<file path="src/hw/rtl/tme_pkg.sv">
// ----------------------------------------------------------------------------
// tme_pkg
// Shared types and constants of the tape machine operation executor.
// ----------------------------------------------------------------------------
package tme_pkg;

  localparam int TAPE_LENGTH_DEF = 32768;
  localparam int CELL_BITS_DEF   = 8;

  // Operation codes as they arrive in the op field.
  typedef enum logic [2:0] {
    OP_ADD      = 3'd0,
    OP_ADP      = 3'd1,
    OP_MUL      = 3'd2,
    OP_CONST    = 3'd3,
    OP_OUT      = 3'd4,
    OP_IN       = 3'd5,
    OP_LOOP     = 3'd6,
    OP_END_LOOP = 3'd7
  } op_t;

  // One input item.
  typedef struct packed {
    op_t                op;
    logic signed [15:0] arg_a;
    logic signed [15:0] arg_b;
    logic        [7:0]  in_value;
  } op_item_t;

  // One result item.
  typedef struct packed {
    logic       out_valid;
    logic [7:0] out_char;
    logic       cell_is_zero;
  } result_t;

  // Execute stage sequencing.
  typedef enum logic [1:0] {
    ST_CLEAR,
    ST_RUN,
    ST_SECOND
  } exec_state_t;

endpackage

</file>
<file path="src/hw/rtl/tme_disp.sv">
// ----------------------------------------------------------------------------
// tme_disp
// Four-stage pipeline that reduces the signed 16-bit step or offset of an
// item into a displacement in the range [0, TAPE_LENGTH).
// ----------------------------------------------------------------------------
module tme_disp #(
  parameter int TAPE_LENGTH = tme_pkg::TAPE_LENGTH_DEF
) (
  input  logic                           clk,
  input  logic                           rst_n,
  input  logic                           in_valid,
  output logic                           in_ready,
  input  tme_pkg::op_item_t              in_item,
  output logic                           out_valid,
  input  logic                           out_ready,
  output tme_pkg::op_item_t              out_item,
  output logic [$clog2(TAPE_LENGTH)-1:0] out_disp
);

  import tme_pkg::*;

  localparam int PW = $clog2(TAPE_LENGTH);
  localparam int LW = PW + 1;
  localparam int QW = 16 + LW;
  // Magnitudes never exceed 32768, so longer tapes need no reduction at all.
  localparam bit USE_RECIP = (TAPE_LENGTH <= 32768);
  localparam logic [63:0] RECIP64 =
    ((64'd1 << 32) + 64'(TAPE_LENGTH) - 64'd1) / 64'(TAPE_LENGTH);
  localparam logic [31:0] RECIP = USE_RECIP ? RECIP64[31:0] : 32'd0;

  logic en1, en2, en3, en4;

  logic          v1_r, v2_r, v3_r, v4_r;
  op_item_t      it1_r, it2_r, it3_r, it4_r;
  logic          neg1_r, neg2_r, neg3_r;
  logic [15:0]   abs1_r, abs2_r;
  logic [15:0]   q2_r;
  logic [PW-1:0] r3_r;
  logic [PW-1:0] disp4_r;

  logic [15:0]   abs_in;
  logic [47:0]   recip_prod;
  logic [QW-1:0] q_times_len;
  logic [QW-1:0] rem_full;
  logic [LW-1:0] len_minus_r;
  logic [PW-1:0] disp_nxt;

  assign en4 = !v4_r || out_ready;
  assign en3 = !v3_r || en4;
  assign en2 = !v2_r || en3;
  assign en1 = !v1_r || en2;
  assign in_ready = en1;

  assign abs_in = in_item.arg_a[15] ? (~in_item.arg_a + 16'd1) : in_item.arg_a;

  // Quotient by multiplication with the rounded-up reciprocal; exact for
  // every magnitude that a 16-bit argument can have.
  assign recip_prod  = 48'(abs1_r) * 48'(RECIP);
  assign q_times_len = QW'(q2_r) * QW'(TAPE_LENGTH);
  assign rem_full    = QW'(abs2_r) - q_times_len;
  assign len_minus_r = LW'(TAPE_LENGTH) - {1'b0, r3_r};
  assign disp_nxt    = (neg3_r && (r3_r != '0)) ? len_minus_r[PW-1:0] : r3_r;

  always_ff @(posedge clk) begin
    if (!rst_n) begin
      v1_r <= 1'b0;
      v2_r <= 1'b0;
      v3_r <= 1'b0;
      v4_r <= 1'b0;
    end else begin
      if (en1) v1_r <= in_valid;
      if (en2) v2_r <= v1_r;
      if (en3) v3_r <= v2_r;
      if (en4) v4_r <= v3_r;
    end
  end

  always_ff @(posedge clk) begin
    if (en1) begin
      it1_r  <= in_item;
      neg1_r <= in_item.arg_a[15];
      abs1_r <= abs_in;
    end
    if (en2) begin
      it2_r  <= it1_r;
      neg2_r <= neg1_r;
      abs2_r <= abs1_r;
      q2_r   <= recip_prod[47:32];
    end
    if (en3) begin
      it3_r  <= it2_r;
      neg3_r <= neg2_r;
      r3_r   <= rem_full[PW-1:0];
    end
    if (en4) begin
      it4_r   <= it3_r;
      disp4_r <= disp_nxt;
    end
  end

  assign out_valid = v4_r;
  assign out_item  = it4_r;
  assign out_disp  = disp4_r;

endmodule

</file>
<file path="config.mk">
export PLATFORM = sky130hd
export DESIGN_NAME = tme_disp
export DESIGN_NICKNAME = d
export VERILOG_FILES = /design/src/hw/rtl/tme_pkg.sv /design/src/hw/rtl/tme_disp.sv
export SDC_FILE = /design/constraint.sdc
export NUM_CORES = 1
export LEC_CHECK = 0
export BUFFER_PORTS_ARGS = -buffer_cell sky130_fd_sc_hd__buf_2
export CORE_UTILIZATION = 55
export DETAILED_ROUTE_END_ITERATION = 10
export GPL_TIMING_DRIVEN = 0
export PLACE_DENSITY = 0.77
export SYNTH_ARGS = -nofsm -noshare
export SYNTH_HDL_FRONTEND = slang
export SYNTH_SLANG_ARGS = --single-unit
</file>
<file path="constraint.sdc">
create_clock -name clk -period 5.1 [get_ports clk]
set_clock_uncertainty 0.05 [all_clocks]
set_input_delay 0.255 -clock clk [delete_from_list [all_inputs] [get_ports clk]]
set_output_delay 0.255 -clock clk [all_outputs]
set_load 0.005 [all_outputs]
</file>
==> metrics <==
FF-to-FF End out_disp[1]; setup violators final 0; max-slew violation count 0; vias in the first global route 3556; mean post-synth cell area 22.8 sq um; Setup TNS 0 ns; TritonRoute pass-1 iters 4; # clock sinks 232; post-synthesis instance total 335; DR vias/cell 4.89; hold path cells 3; Largest delay share family, worst path simple AND/OR/NAND/NOR gates; Post-Synth XOR/XNOR Area 2.64%; CP arrival 2.27 ns; max_cap viols 0; post-DP HPWL 6910 microns; post-synth cell types 32; top_reg_cell synth edfxtp_1; IO buf count 106; initial antenna violation count 0; Initial Util 57.0%; Critical Path, Cell by Cell nor2b_1 -> and3_1 -> nand2_2 -> buf_2; Die Area 14400 sq um; routed via count 3457; maximum fanout along the worst path 27; IO Pins 107; First DRT Iteration DRCs 196; PD cells 430 nW/um^2; Synth top area share 89.6%; top post-synthesis cells by area edfxtp_1 (90%), xnor2_1 (2.3%), dfxtp_1 (1.0%); nets 564; Post-synth EDFFs 228; # DRC 0; Pleak 3.74 nW; crit path buf inv count 1; Layout area overhead 27.5%; Synth area leader edfxtp_1; gpl congestion 0.830; min cycle time layout 2.58 ns; first-pass GRT wire length 17400 microns; worst min path class in -> reg; Synth Register Bits 232; CP endpoint kind output pin; maximum VDD drop 274 uV; Relative slew margins 51.5%; FMAX 388 MHz; GR Overflow Total 0; Synth Area in Adders 0.327%; final hold violations 0; Clock Path Buffers 3; worst-skew pair later-pin latency 0.50 ns; FF-to-FF Start it3_r[24]; Hold Worst Slack 0.105 ns; CP startpoint kind flop; status finished, final reports clean; CTS tree yes; R2R Setup Slk 2.68 ns; htree depth 1; Worst Hold End out_valid; critical path depth 4; total core area 13400 sq um; largest net degree at the start of global routing 48; chip width 120 microns; CP Data Required Time 4.80 ns; top-count cell post-synth edfxtp_1; layout cells sized above 1 29.8%; largest family of logic cells by synthesized area simple AND/OR/NAND/NOR gates; post-synthesis simple-gate area fraction 3.16%; ys async rst share 0%; register area share after synthesis 90.6%; critical path class reg -> out; clk slew on worst S/H paths 0.06 ns; Hold Path Origin out_ready; Total GRT Usage 16.0%; Net Count, Synth 384; worst stage delay on the critical path 0.44 ns; ANT nets after route 0; Worst R2R Path Depth 6; Mapped Area 7640 sq um; RSZ-0062 raised after global routing no; yosys warns 0; Slew @ Worst Pin 0.725 ns; multiplexer share of the synthesized area 0.638%; commonest cells in the netlist edfxtp_1 (228), xnor2_1 (20), nand2_1 (12); n_diodes 0; Wirelength per Cell 15.9 microns; post-synthesis compound-gate area fraction 2.13%; Final Cycle Share 50.5%; drt total wl 11300 microns; root buf cell clkbuf_16; cts bufs inserted 22; Vert. Die Dim 120 microns; Site Rows 42; Crit-path slowest cell nand2_2
[through the flow]
stage               power, mW  area (sq um)  std cells  worst slack [ns]  utilization, %
floorplan                2.36          7640        335              2.61               -
global placement         2.43          8390        617              2.00            62.6
detailed placement       2.44          8480        621              2.68            63.3
CTS                      4.23          9750        707              2.54            72.7
global route             4.31          9750        707              2.40            72.7
finish                   4.19          9750        707              2.52            72.7
[power by group]
group / total, mW / internal (mW) / switching, mW
Combinational: 0.153 / 0.0892 / 0.0635
Clock: 1.76 / 1.10 / 0.658
Sequential: 2.28 / 2.23 / 0.0452
Total: 4.19 / 3.43 / 0.767
[how the worst max path moves through the flow]
| stage | to | slack (ns) | from |
|---|---|---|---|
| 2_1_floorplan | abs1_r[10] | 2.61 | out_valid |
| 3_3_place_gp | in_ready | 2.00 | out_ready |
| 3_5_place_dp | out_disp[1] | 2.68 | it3_r[24] |
| 4_1_cts | in_ready | 2.54 | out_valid |
| 5_1_grt | in_ready | 2.40 | out_valid |
| 6_report | in_ready | 2.52 | out_valid |
[layer usage]
layer / share of wire [%] / vias to the layer above / GRT usage, % / wire (microns)
met4: 2.9 / 0 / 6.64 / 326
met1: 41 / 1638 / 19.3 / 4660
li1: - / 1679 / - / -
met2: 51 / 112 / 28.3 / 5740
met5: 0 / - / 0 / 0
met3: 4.7 / 28 / 2.95 / 530
[worst register-to-register path, stage by stage, from the launching register on]
cell and delay, ns:
edfxtp_1 0.44, inv_1 0.08, ha_1 0.17, or4b_1 0.54, nor4_4 0.44, nor2b_1 0.10
mux2_1 0.34
[repair_timing]
action	4_1_cts	5_1_grt
hold buffers	46	0
gates resized for setup	0	0
setup buffers	0	0
endpoints found under the hold margin	47	0
[cell type report]
cell class                      count  area, sq um
Sequential cell                   232         6930
Fill cell                         795         3650
Timing Repair Buffer              156         1070
Multi-Input combinational cell     94          684
Clock buffer                       24          558
Clock inverter                     16          249
Tap cell                          176          220
Inverter                            6         22.5
Buffer                              3         15.0
[placed cells by master (no fill, tap or decap), drive strengths merged, types with 2 or more instances in the layout]
cell type and instances:
nand2b 2, o21a 2, nor2b 4, o31ai 8, ha 2, mux2 4
a21oi 2, buf 111, inv 8, nand2 12, nor2 8, xor2 3
xnor2 20, o41ai 3, dlygate4sd3 46, dfxtp 4, or4 3, or3 5
o21ai 8, bufinv 6, edfxtp 228, clkinv 8, clkbuf 26, nor4 2
[cells by family after synthesis]
kind of cell,after synthesis
AND/OR/NAND/NOR,41
XOR/XNOR,23
multiplexers,4
flip-flops,232
AO/OA/AOI/OAI,24
buffers and inverters,9
adder cells (fa/ha/maj),2
[sequential cells by signal, summed over array words and instances, names as in the netlist]
signal and cells:
v2_r 1, out_item 43, abs1_r 14, out_disp 14, r3_r 14, it1_r 43
it3_r 43, out_valid 1, abs2_r 14, v1_r 1, it2_r 43, v3_r 1
Note: power is estimated with default switching activity, not from simulation.
